[src/rtl/nat_pkg.sv]
// ----------------------------------------------------------------------------
// NAT address translator package
// Types, codes and helpers shared by the translator and its checker.
// ----------------------------------------------------------------------------
package nat_pkg;

	localparam int POOL_DEPTH = 16;
	localparam int IDX_W      = (POOL_DEPTH > 1) ? $clog2(POOL_DEPTH) : 1;
	localparam int CNT_W      = 5;
	localparam int CMP_W      = (IDX_W > CNT_W) ? IDX_W : CNT_W;
	localparam int ADDR_W     = 32;

	localparam logic       REG_POOL_BASE  = 1'b0;
	localparam logic       REG_POOL_COUNT = 1'b1;
	localparam logic [CNT_W-1:0] POOL_COUNT_RST = CNT_W'(16);

	typedef enum logic [2:0] {
		V_PASS    = 3'd0,
		V_XLAT    = 3'd1,
		V_BLOCK   = 3'd2,
		V_EXHAUST = 3'd3,
		V_MISS    = 3'd4
	} verdict_t;

	typedef enum logic [2:0] {
		ST_IDLE,
		ST_SCAN_SRC,
		ST_SCAN_DST,
		ST_ALLOC,
		ST_DONE
	} state_t;

	typedef struct packed {
		logic [ADDR_W-1:0] src_addr;
		logic [ADDR_W-1:0] dst_addr;
	} in_t;

	typedef struct packed {
		logic [ADDR_W-1:0] new_src_addr;
		logic [ADDR_W-1:0] new_dst_addr;
		verdict_t          verdict;
	} out_t;

	// 10/8, 172.16/12, 192.168/16
	function automatic logic is_private(input logic [ADDR_W-1:0] a);
		return (a[31:24] == 8'h0A) || (a[31:20] == 12'hAC1) || (a[31:16] == 16'hC0A8);
	endfunction

endpackage

[src/rtl/nat_address_translator.sv]
// ----------------------------------------------------------------------------
// NAT address translator
// Source NAT over a public address pool with a small translation table.
// ----------------------------------------------------------------------------
// Pass and block go straight to the output state; a table hit ends the scan at
// that entry; a new outbound flow walks the whole table, then allocates; an
// inbound miss walks the whole table. One transfer at a time: the single entry
// comparator walks the table one entry per cycle; a new packet waits until the
// last result is registered out. Reset clears all entry valid and pool busy
// flags at once, pool_base to 0 and pool_count to 16; address stores are not cleared.
module nat_address_translator (
	input  logic                   clk,
	input  logic                   arst_n,
	input  logic                   in_valid,
	output logic                   in_stall,
	input  nat_pkg::in_t           in_data,
	output logic                   out_valid,
	input  logic                   out_stall,
	output nat_pkg::out_t          out_data,
	input  logic                   cfg_we,
	input  logic                   cfg_idx,
	input  logic [31:0]            cfg_data
);
	import nat_pkg::*;

	state_t state_q, state_d;

	logic [IDX_W-1:0]      idx_q;
	logic                  slot_found_q, ent_found_q;
	logic [IDX_W-1:0]      slot_q, ent_q;
	logic [POOL_DEPTH-1:0] valid_q, busy_q;
	logic [ADDR_W-1:0]     priv_q [POOL_DEPTH];
	logic [ADDR_W-1:0]     pub_q  [POOL_DEPTH];
	logic [ADDR_W-1:0]     src_q, dst_q;
	logic [ADDR_W-1:0]     pool_base_q;
	logic [CNT_W-1:0]      pool_count_q;
	out_t                  res_q, out_q;
	logic                  out_valid_q;

	logic              sp, dp, last, hit, in_pool, out_free, can_alloc;
	logic [ADDR_W-1:0] cmp_a, cmp_key, new_pub;

	assign sp        = is_private(in_data.src_addr);
	assign dp        = is_private(in_data.dst_addr);
	assign last      = (idx_q == IDX_W'(POOL_DEPTH - 1));
	assign cmp_a     = (state_q == ST_SCAN_SRC) ? priv_q[idx_q] : pub_q[idx_q];
	assign cmp_key   = (state_q == ST_SCAN_SRC) ? src_q : dst_q;
	assign hit       = valid_q[idx_q] && (cmp_a == cmp_key);
	assign in_pool   = CMP_W'(idx_q) < CMP_W'(pool_count_q);
	assign out_free  = !out_valid_q || !out_stall;
	assign can_alloc = slot_found_q && ent_found_q;
	assign new_pub   = pool_base_q + ADDR_W'(slot_q);

	assign in_stall  = (state_q != ST_IDLE);
	assign out_valid = out_valid_q;
	assign out_data  = out_q;

	always_comb begin
		state_d = state_q;
		case (state_q)
			ST_IDLE: begin
				if (in_valid) begin
					if (dp)
						state_d = ST_DONE;
					else if (sp)
						state_d = ST_SCAN_SRC;
					else
						state_d = ST_SCAN_DST;
				end
			end
			ST_SCAN_SRC: begin
				if (hit)
					state_d = ST_DONE;
				else if (last)
					state_d = ST_ALLOC;
			end
			ST_SCAN_DST: begin
				if (hit || last)
					state_d = ST_DONE;
			end
			ST_ALLOC: state_d = ST_DONE;
			ST_DONE: begin
				if (out_free)
					state_d = ST_IDLE;
			end
			default: state_d = ST_IDLE;
		endcase
	end

	always_ff @(posedge clk or negedge arst_n) begin
		if (!arst_n) begin
			state_q      <= ST_IDLE;
			idx_q        <= '0;
			slot_found_q <= 1'b0;
			ent_found_q  <= 1'b0;
			valid_q      <= '0;
			busy_q       <= '0;
			out_valid_q  <= 1'b0;
			pool_base_q  <= '0;
			pool_count_q <= POOL_COUNT_RST;
		end else begin
			state_q <= state_d;
			if (cfg_we) begin
				case (cfg_idx)
					REG_POOL_BASE:  pool_base_q  <= cfg_data;
					REG_POOL_COUNT: pool_count_q <= cfg_data[CNT_W-1:0];
					default: ;
				endcase
			end
			case (state_q)
				ST_IDLE: begin
					idx_q        <= '0;
					slot_found_q <= 1'b0;
					ent_found_q  <= 1'b0;
				end
				ST_SCAN_SRC: begin
					idx_q <= idx_q + 1'b1;
					if (!valid_q[idx_q] && !ent_found_q)
						ent_found_q <= 1'b1;
					if (!busy_q[idx_q] && !slot_found_q && in_pool)
						slot_found_q <= 1'b1;
				end
				ST_SCAN_DST: idx_q <= idx_q + 1'b1;
				ST_ALLOC: begin
					if (can_alloc) begin
						busy_q[slot_q] <= 1'b1;
						valid_q[ent_q] <= 1'b1;
					end
				end
				default: ;
			endcase
			if (state_q == ST_DONE && out_free)
				out_valid_q <= 1'b1;
			else if (!out_stall)
				out_valid_q <= 1'b0;
		end
	end

	always_ff @(posedge clk) begin
		case (state_q)
			ST_IDLE: begin
				if (in_valid) begin
					src_q              <= in_data.src_addr;
					dst_q              <= in_data.dst_addr;
					res_q.new_src_addr <= in_data.src_addr;
					res_q.new_dst_addr <= in_data.dst_addr;
					if (sp && dp)
						res_q.verdict <= V_PASS;
					else if (dp)
						res_q.verdict <= V_BLOCK;
					else if (sp)
						res_q.verdict <= V_EXHAUST;
					else
						res_q.verdict <= V_MISS;
				end
			end
			ST_SCAN_SRC: begin
				if (hit) begin
					res_q.new_src_addr <= pub_q[idx_q];
					res_q.verdict      <= V_XLAT;
				end
				if (!valid_q[idx_q] && !ent_found_q)
					ent_q <= idx_q;
				if (!busy_q[idx_q] && !slot_found_q && in_pool)
					slot_q <= idx_q;
			end
			ST_SCAN_DST: begin
				if (hit) begin
					res_q.new_dst_addr <= priv_q[idx_q];
					res_q.verdict      <= V_XLAT;
				end
			end
			ST_ALLOC: begin
				if (can_alloc) begin
					priv_q[ent_q]      <= src_q;
					pub_q[ent_q]       <= new_pub;
					res_q.new_src_addr <= new_pub;
					res_q.verdict      <= V_XLAT;
				end
			end
			ST_DONE: begin
				if (out_free)
					out_q <= res_q;
			end
			default: ;
		endcase
	end

endmodule

[config.mk]
export PLATFORM = sky130hd
export DESIGN_NAME = nat_address_translator
export DESIGN_NICKNAME = d
export VERILOG_FILES = /design/src/rtl/nat_pkg.sv /design/src/rtl/nat_address_translator.sv
export SDC_FILE = /design/constraint.sdc
export NUM_CORES = 1
export LEC_CHECK = 0
export BUFFER_PORTS_ARGS = -buffer_cell sky130_fd_sc_hd__clkbuf_2
export CELL_PAD_IN_SITES_DETAIL_PLACEMENT = 1
export CELL_PAD_IN_SITES_GLOBAL_PLACEMENT = 2
export CORE_MARGIN = 2
export CORE_UTILIZATION = 43
export DETAILED_ROUTE_END_ITERATION = 10
export GPL_ROUTABILITY_DRIVEN = 1
export PLACE_DENSITY_LB_ADDON = 0.1
export SYNTH_ARGS = -nofsm -noshare
export SYNTH_HDL_FRONTEND = slang
export SYNTH_SLANG_ARGS = --single-unit
[constraint.sdc]
create_clock -name clk -period 6.46 [get_ports clk]
set_input_delay 0.323 -clock clk [delete_from_list [all_inputs] [get_ports clk]]
set_output_delay 0.323 -clock clk [all_outputs]
set_load 0.02 [all_outputs]
### Word-level counts from Yosys, hierarchy flattened

Memories as Yosys holds them, arrays and structs flattened.
Index checks and enable logic that the tools add are counted.

* add/sub/neg operators: 2
* multiply operators: 0
* div/mod/pow operators: 0
* magnitude comparators: 6
* equality and inequality tests: 22
* shift-type cells: 0
* mux-type cells: 40
* bitwise logic cells: 3
* reductions and logical operators: 42

Operators by type and width (number)
* $mux 32: 4
* $pmux 32 s3: 1
* $mux 67: 1
* $pmux 32 s2: 1
* $mux 35: 1
* $mux 3: 11
* $add 32x4->32: 1
* $eq 16x16->1 const B: 2
* $eq 32x32->1: 1
* $or 16x16->16: 2
* $eq 12x12->1 const B: 2
* $reduce_and 2->1: 9
* $eq 8x4->1 const B: 2
* $lt 4x5->1 const B: 3
* $pmux 3 s5: 1
* $ne 2x2->1 const B: 6
* $pmux 3 s4: 1
* $mux 1: 11
* $logic_and 1x1->1: 9
* $bmux 1 s4: 2
* $demux 1 s4: 2
* $ge 4x1->1 const B: 2
* $pmux 4 s2: 1
* $reduce_and 4->1: 2
* 20 further kinds: 37

* register bits after elaboration: 285
* bits in latches: 0
* memory bits (writable): 1024
* memory bits (read-only): 0
* input port bits: 102
* output and inout bits: 69
* word-level logic and storage cells: 136
* memories: 2

Memories
* priv_q: words 16, width 32, read ports 1, clocked after Yosys merged registers in 0, wr ports 1, line nat_address_translator.sv:32 `logic [ADDR_W-1:0] priv_q [POOL_DEPTH];`
* pub_q: words 16, width 32, read ports 1, clocked after Yosys merged registers in 0, wr ports 1, line nat_address_translator.sv:33 `logic [ADDR_W-1:0] pub_q [POOL_DEPTH];`

### Logic depth before layout (Yosys ltp)

Gate-level depths: netlist (run 1).

* depth after elaboration: 8
* mapped depth: 15
* gate-level depth less buffers: 11

### Least setup slack after synthesis (run 1)

OpenSTA, ideal clock, no wires.

* path kind: reg-to-reg
* from: reg state_q[1]
* to: reg valid_q[0]
* setup time: 0.092 ns
* arrival time: 6.349 ns
* data required time: 6.368 ns
* slack: 0.019 ns
* cell stages (with the launch flop): 7
* path buffers: 1
* period minus slack after synthesis: 6.441 ns
* path through: dfrtp_1 -> buf_1 -> nand3_1 -> or2_2 -> or3_1 -> nor3_1 -> or2_2

* cells in the longest elaborated chain, start to end: 2

RTL lines
* start: declaration: line nat_address_translator.sv:26 `state_t state_q, state_d;`
* start signal: assignment: line nat_address_translator.sv:102 `state_q <= state_d;`
* $eq 3x2->1: line nat_address_translator.sv:110 `case (state_q)`
* $reduce_and 2->1 (no line)
* end signal: assignment: line nat_address_translator.sv:96 `valid_q <= '0;`
* end signal: indexed assignment: line nat_address_translator.sv:127 `valid_q[ent_q] <= 1'b1;`
* end: declaration: line nat_address_translator.sv:31 `logic [POOL_DEPTH-1:0] valid_q, busy_q;`

No other way between the ends.
A chain may end at the register's enable or synchronous reset.

### Final worst setup path (run 1)

* from: reg idx_q[1]
* to: reg res_q[44] (netlist bit) (enable)

* cells in the longest elaborated chain, start to end: 6
* elaborated cells on any way between the ends: 9
* classes of those cells: 2 x eq/ne; 3 x mux; 2 x reduce/logical; 2 x memory

RTL lines
* start: declaration: line nat_address_translator.sv:28 `logic [IDX_W-1:0] idx_q;`
* start signal: assignment: line nat_address_translator.sv:117 `idx_q <= idx_q + 1'b1;`
* start signal: assignment: line nat_address_translator.sv:123 `ST_SCAN_DST: idx_q <= idx_q + 1'b1;`
* $mem_v2 16x32 (on tied branches)
* $mux 32: line nat_address_translator.sv:46 `assign cmp_a = (state_q == ST_SCAN_SRC) ? priv_q[idx_q] : pub_q[idx_q];`
* $eq 32x32->1: line nat_address_translator.sv:48 `assign hit = valid_q[idx_q] && (cmp_a == cmp_key);`
* $logic_and 1x1->1 (*): line nat_address_translator.sv:48
* $ne 2x2->1 (no line) (*)
* $reduce_and 4->1 (no line) (*)
* end: declaration: line nat_address_translator.sv:37 `out_t res_q, out_q;`

Mark *: on every way between the ends. The rest lies on a longest branch, timed or not. The select of a mux whose other input is x is not followed.

==> impl_metrics.tcl, run 1 <==
set metrics [dict create \
    cp_slowest_cell "dfrtp_4" \
    netlist_area_um2 53100 \
    syn_to_final_growth_pct 16.6 \
    path_clk_slew_ps 50 \
    dieArea_um2 126000 \
    antenna_found_initial 8 \
    insertion_delay_ps 790 \
    timing.final.max_slew_violations 0 \
    drive_gt1_share_pct 24.7 \
    async_reset_ff_share_pct 6.04 \
    post_cts_resized 0 \
    timing.rr.start "idx_q[1]" \
    crit_family "simple AND/OR/NAND/NOR gates" \
    die_y_um 356 \
    ant_nets 0 \
    combPwrFrac_pct 23.6 \
    cts_setup_buffers 0 \
    ys_ff_latch 1309 \
    synth_flop_cell "edfxtp_1" \
    final_util_pct 50.7 \
    synth_edf_count 1230 \
    whs_ps 39.8 \
    drt-vias-per-instance 6.17 \
    p_total_mw 24.1 \
    ys_warn_count 0 \
    clockPowerShare_pct 32.6 \
    intPower_mw 16.5 \
    critPathRequiredTime_ps 6870 \
    ioPinCount 171 \
    worst_path_most_repeated_cell "buf_4" \
    cts-buffers-inserted 144 \
    min_to "pool_count_q[2]" \
    tns_ps 0 \
    critPathMaxFanout 53 \
    cts.sinks 1309 \
    setup_viol 0 \
    vias 31300 \
    dp_hpwl_um 113000 \
    drtIter0Drc 3824 \
    nNetsFinal 3432 \
    status "finished, final reports clean" \
    hold_path.class "input port to flip-flop" \
    reg2reg_to "res_q[44]" \
    postSynthCellCount 2923 \
    ys_seq_area_share_pct 73.2 \
    syn-num-nets 3034 \
    track_usage_pct 28.9 \
    switching_share_pct 31.5 \
    regToRegSetupSlack_ps 1010 \
    reg2regPathDepth 12 \
    grt_max_degree 75 \
    cts_tree "yes" \
    first_pass_iters 5 \
    period_share_pct 84.4 \
    drc 0 \
    fmax_mhz 183 \
    fp-row-count 128 \
    holdPathStages 3 \
    port_buffers 170 \
    drt_wl_total_um 182000 \
    cts_buffer_depth 3 \
    core_area_um2 122000 \
    final_cells 5065 \
    critPathKind "flip-flop to flip-flop" \
    syn_area_per_cell_um2 18.2 \
    grt-ovfl-total 0 \
    post_drt_wl_per_cell_um 35.9 \
    leakagePower_nw 20.6 \
    relSlewSlack_pct 14.0 \
    start_kind "flip-flop" \
    end_kind "flip-flop" \
    drv_cap 0 \
    seqPwrFrac_pct 43.8 \
    peakVddDrop_uv 314 \
    grt_pass1_vias 32200 \
    placedCellCount 4700 \
    place_congestion 0.873 \
    initial_core_util_pct 43.5 \
    skew_ps 27.3 \
    switchingPower_mw 7.58 \
    fp.dieW_um 356 \
    worstPathCellList "buf_12, and2_1, a22o_1, nor2_1, a32o_1, a2111oi_0, buf_4, o2111ai_1, nor4b_2, nand4_1, a21oi_4, buf_4" \
    hold_viol 0 \
    worst_slew_pin_slew_ps 1290 \
    rsz0062_at_grt "false" \
    power.density_nw_per_um2 388 \
    netlist-cell-type-count 89 \
    min_from "cfg_idx" \
    cts_root_buf "clkbuf_16" \
    min_period_ps 5450 \
    max_stage_delay_ps 1110 \
    grt_pass1_wl_um 253000 \
    arrival_ps 5860 \
    htreeDepth 4 \
    crit_buf_inv 3 \
]
-- logic make-up (layout without fill, tap and decap cells) --
logic type | Yosys count | after routing | share of synthesized area (%)
buf+inv | 167 | 682 | 1.94
flops | 1309 | 1309 | 73.2
xor+xnor | 66 | 66 | 1.09
mux | 426 | 426 | 13.0
simple gates | 547 | 547 | 5.20
other cells | 0 | 2 | 0
compound gates | 397 | 397 | 5.30
fa+ha+maj | 11 | 11 | 0.264
-- synth_stat cells, drive strengths merged (20+ instances only) --
cell | count | share of area (%)
a21o | 23 | 0.32
a21oi | 67 | 0.64
a22oi | 55 | 0.78
and3 | 22 | 0.26
buf | 99 | 1.5
clkbuf | 45 | 0.32
dfrtp | 78 | 3.7
edfxtp | 1230 | 70
inv | 22 | 0.16
mux2 | 77 | 1.6
mux2i | 148 | 2.8
mux4 | 201 | 8.6
nand2 | 168 | 1.2
nand2b | 21 | 0.25
nand3 | 47 | 0.44
nand4 | 20 | 0.24
nor2 | 104 | 0.74
nor3 | 38 | 0.36
o21ai | 70 | 0.66
o22ai | 21 | 0.25
or2 | 25 | 0.29
xnor2 | 42 | 0.69
xor2 | 24 | 0.40
-- per-layer routing --
metal  global-route usage, %  routed length [um]  part of all wire [%]
met2                    46.1               86400                    47
met4                    9.42                5540                   3.0
met3                    4.36               12900                   7.1
met5                       0                   7                0.0039
met1                    41.1               77000                    42
-- registers in the layout, indices dropped and copies added, names as in the netlist, 4 cells and up --
name          cells
busy_q           16
dst_q            32
ent_q             4
idx_q             4
out_data         67
pool_base_q      32
pool_count_q      5
priv_q          512
pub_q           512
res_q            67
slot_q            4
src_q            32
valid_q          16
-- placed cells by master (no fill, tap or decap), types with 23 or more instances in the layout --
cell,n
a21oi_1,64
a22oi_1,55
buf_12,25
buf_4,102
clkbuf_1,37
clkbuf_16,147
clkbuf_2,169
clkinv_1,35
clkinv_2,23
dfrtp_1,73
dlygate4sd3_1,100
edfxtp_1,1230
mux2_2,77
mux2i_1,148
mux4_2,196
nand2_1,168
nand3_1,47
nor2_1,89
nor3_1,33
o21ai_0,68
or2_2,25
xnor2_1,40
xor2_1,24
-- timing repair --
item                                   in CTS  in global routing
setup endpoints to repair                   0                  0
hold buffers                              100                  0
endpoints found under the hold margin     218                  0
-- power by group through the flow --
stage / clock network (mW) / logic (mW) / registers [mW]
detailed placement: 0 / 5.62 / 10.7
global placement: 0 / 5.57 / 10.7
global route: 8.25 / 5.97 / 10.6
CTS: 7.95 / 5.69 / 10.5
finish: 7.84 / 5.69 / 10.5
floorplan: 0 / 3.46 / 10.5
-- worst register-to-register path, stage by stage, from the launching register on --
cell and delay, ps:
dfrtp_4 1110, buf_12 300, and2_1 780, a22o_1 230, nor2_1 150, a32o_1 250, a2111oi_0 400, buf_4 200
o2111ai_1 120, nor4b_2 600, nand4_1 270, a21oi_4 210, buf_4 440
-- layout make-up --
cell class	instances	area [um2]
well taps	1625	2030
fillers	11200	60200
repair buffers	396	3110
clock inverters	78	607
clock buffers	185	3830
diodes	2	5.00
flip-flops and latches	1309	38900
multi-input cells	1447	13400
inverters	23	88.8
-- worst max path at each step --
| stage | startpoint | depth (start not counted) | end | slack (ps) |
|---|---|---|---|---|
| floorplan | state_q[1] | 6 | valid_q[0] | 20 |
| global placement | idx_q[1] | 12 | res_q[56] | 1090 |
| detailed placement | idx_q[1] | 12 | res_q[51] | 1040 |
| CTS | idx_q[1] | 12 | res_q[44] | 1020 |
| global route | idx_q[2] | 13 | res_q[44] | 810 |
| finish | idx_q[1] | 12 | res_q[44] | 1010 |
-- metrics by stage --
step	instance area, um2	setup slack, ps
after floorplan	53100	18.6
after global placement	56500	1090
after detailed placement	56500	1040
after CTS	62000	1020
after global routing	62000	811
final	62000	1010
(Power assumes the default switching activity.)
==> run 2: changes to the inputs <==
==> constraint.sdc (replaced) <==
create_clock -name clk -period 4.6 [get_ports clk]
set_input_delay 0.23 -clock clk [delete_from_list [all_inputs] [get_ports clk]]
set_output_delay 0.23 -clock clk [all_outputs]
set_load 0.02 [all_outputs]
==> run 2 against run 1 <==
Against the previous run: setup slack worse by 980 ps; final cell count increased by 2.6%; sequential power up 39%; clock-buffer cell count rose by 1; wire length rose by 0.20%; non-clock buffer count rose by 149; critical endpoint is now res_q[36]; first-iteration DRC count shrank 6.4%; clock power grew 39%; fmax rose by 19%; clock skew decreased by 2.8 ps; register-to-register slack lost 980 ps; via count up 1.3%.
==> impl_metrics.tcl, run 2 (synthesized netlist as in run 1, its figures left out) <==
set metrics [dict create \
    placed_area_um2 57900 \
    drive_gt1_share_pct 27.7 \
    hold_path.class "input port to flip-flop" \
    fmax_mhz 219 \
    placedCellCount 4840 \
    p_total_mw 34.5 \
    initial_core_util_pct 43.5 \
    arrival_ps 5050 \
    status "finished, final reports clean" \
    htreeDepth 4 \
    finish.instance_area_um2 63400 \
    drc 0 \
    grt_pass1_wl_um 254000 \
    final_common_cell "edfxtp_1" \
    relSlewSlack_pct 26.4 \
    period_share_pct 99.5 \
    post_drt_wl_per_cell_um 35.0 \
    worst_slew_pin_slew_ps 1100 \
    fp-row-count 128 \
    final_util_pct 51.9 \
    min_period_ps 4580 \
    cts-buffers-inserted 142 \
    cts.sinks 1309 \
    dp_hpwl_um 116000 \
    nNetsFinal 3579 \
    timing.final.max_slew_violations 0 \
    setup_viol 0 \
    drt-vias-per-instance 6.09 \
    skew_ps 24.5 \
    first_pass_iters 5 \
    track_usage_pct 29.0 \
    drv_cap 0 \
    drt_wl_total_um 182000 \
    syn_to_final_growth_pct 19.3 \
    antenna_found_initial 9 \
    rsz0062_at_grt "false" \
    insertion_delay_ps 770 \
    critPathMaxFanout 14 \
    drtIter0Drc 3579 \
    cts_root_buf "clkbuf_16" \
    fp.dieW_um 356 \
    cts_buffer_depth 3 \
    ant_nets 0 \
    critPathKind "flip-flop to flip-flop" \
    end_kind "flip-flop" \
    path_clk_slew_ps 60 \
    grt_pass1_vias 32800 \
    grt_max_degree 80 \
    reg.largest.list "priv_q: 512 flops, pub_q: 512 flops" \
    die_y_um 356 \
    port_buffers 170 \
    dieArea_um2 126000 \
    fillers 11200 \
    vias 31700 \
    cts_tree "yes" \
    place_congestion 0.877 \
    start_kind "flip-flop" \
    hold_viol 0 \
    grt-ovfl-total 0 \
    peakVddDrop_uv 413 \
    core_area_um2 122000 \
    leakagePower_nw 21.4 \
    critPathRequiredTime_ps 5070 \
    ioPinCount 171 \
    power.density_nw_per_um2 544 \
    final_cells 5199 \
    final_cell_mix "edfxtp_1, buf_4, mux4_2" \
]
## run 2: cell count changes in the layout (fill, tap and decap cells not counted), moves of 3 or more
cell / previous run / this run
buf_6: 0 / 3
nor3_2: 5 / 1
clkinv_1: 35 / 32
nor2_2: 2 / 5
buf_4: 102 / 222
clkinv_8: 6 / 2
buf_12: 25 / 50
nor3_4: 0 / 4
clkinv_2: 23 / 13
## run 2: final cells by class
class | instances | area [um2] | area share (%)
antenna | 1 | 2.50 | 0.00395
clock buffer | 186 | 3820 | 6.04
clock inverter | 63 | 505 | 0.798
inverter | 23 | 88.8 | 0.140
multi-input combinational | 1447 | 13400 | 21.2
sequential | 1309 | 38900 | 61.4
tap | 1625 | 2030 | 3.21
timing repair buffer | 545 | 4560 | 7.19
## run 2: worst max-delay path, stage by stage (launching register included)
cell       delay, ps
dfrtp_4          580
buf_12           190
nor2_2           730
buf_4            270
a22o_1           260
o211ai_1         130
nand3_1          220
o2111a_1         340
o2111ai_1        180
nor4b_2          420
buf_4            210
nand4_1          170
a21oi_4          330
buf_12           200
## run 2: worst paths after layout
kind / end / slack (ps) / startpoint / cells past startpoint
worst max-delay path: res_q[36] / 20 / idx_q[0] / 13
worst max register to register: res_q[36] / 20 / idx_q[0] / 13
max in group asynchronous: idx_q[1] / 3560 / arst_n / 2
worst min register to register: out_data[16] / 420 / res_q[16] / 0
worst min-delay path: pool_base_q[1] / 150 / cfg_idx / 4
min in group asynchronous: busy_q[6] / 180 / arst_n / 2
## run 2: metrics by stage
stage / setup TNS [ps] / hold WS (ps) / worst slack, ps
CTS: 0 / 106 / 21.7
finish: 0 / 151 / 24.0
global placement: 0 / 402 / 46.9
global route: 0 / 162 / 9.29
floorplan: -14920 / -65.6 / -82.4
detailed placement: -205 / 406 / -16.4
## run 2: layer usage
metal,track usage [%],wire length [um]
met5,0,0
met1,41.5,77600
met4,8.24,4700
met2,45.8,86000
met3,4.97,13800
## run 2: power breakdown
| part | switching (mW) | internal (mW) | total (mW) |
|---|---|---|---|
| clock network | 4.63 | 6.23 | 10.9 |
| logic | 5.51 | 3.52 | 9.02 |
| registers | 0.536 | 14.0 | 14.6 |
## run 2: repair_timing
item                       in CTS  in global routing
hold endpoints to repair      232                  0
gates cloned                    0                  0
setup endpoints to repair      32                 65
setup buffers                   4                  4
pin swaps                       2                  2
resized for setup               5                 11
hold buffers                  101                  0
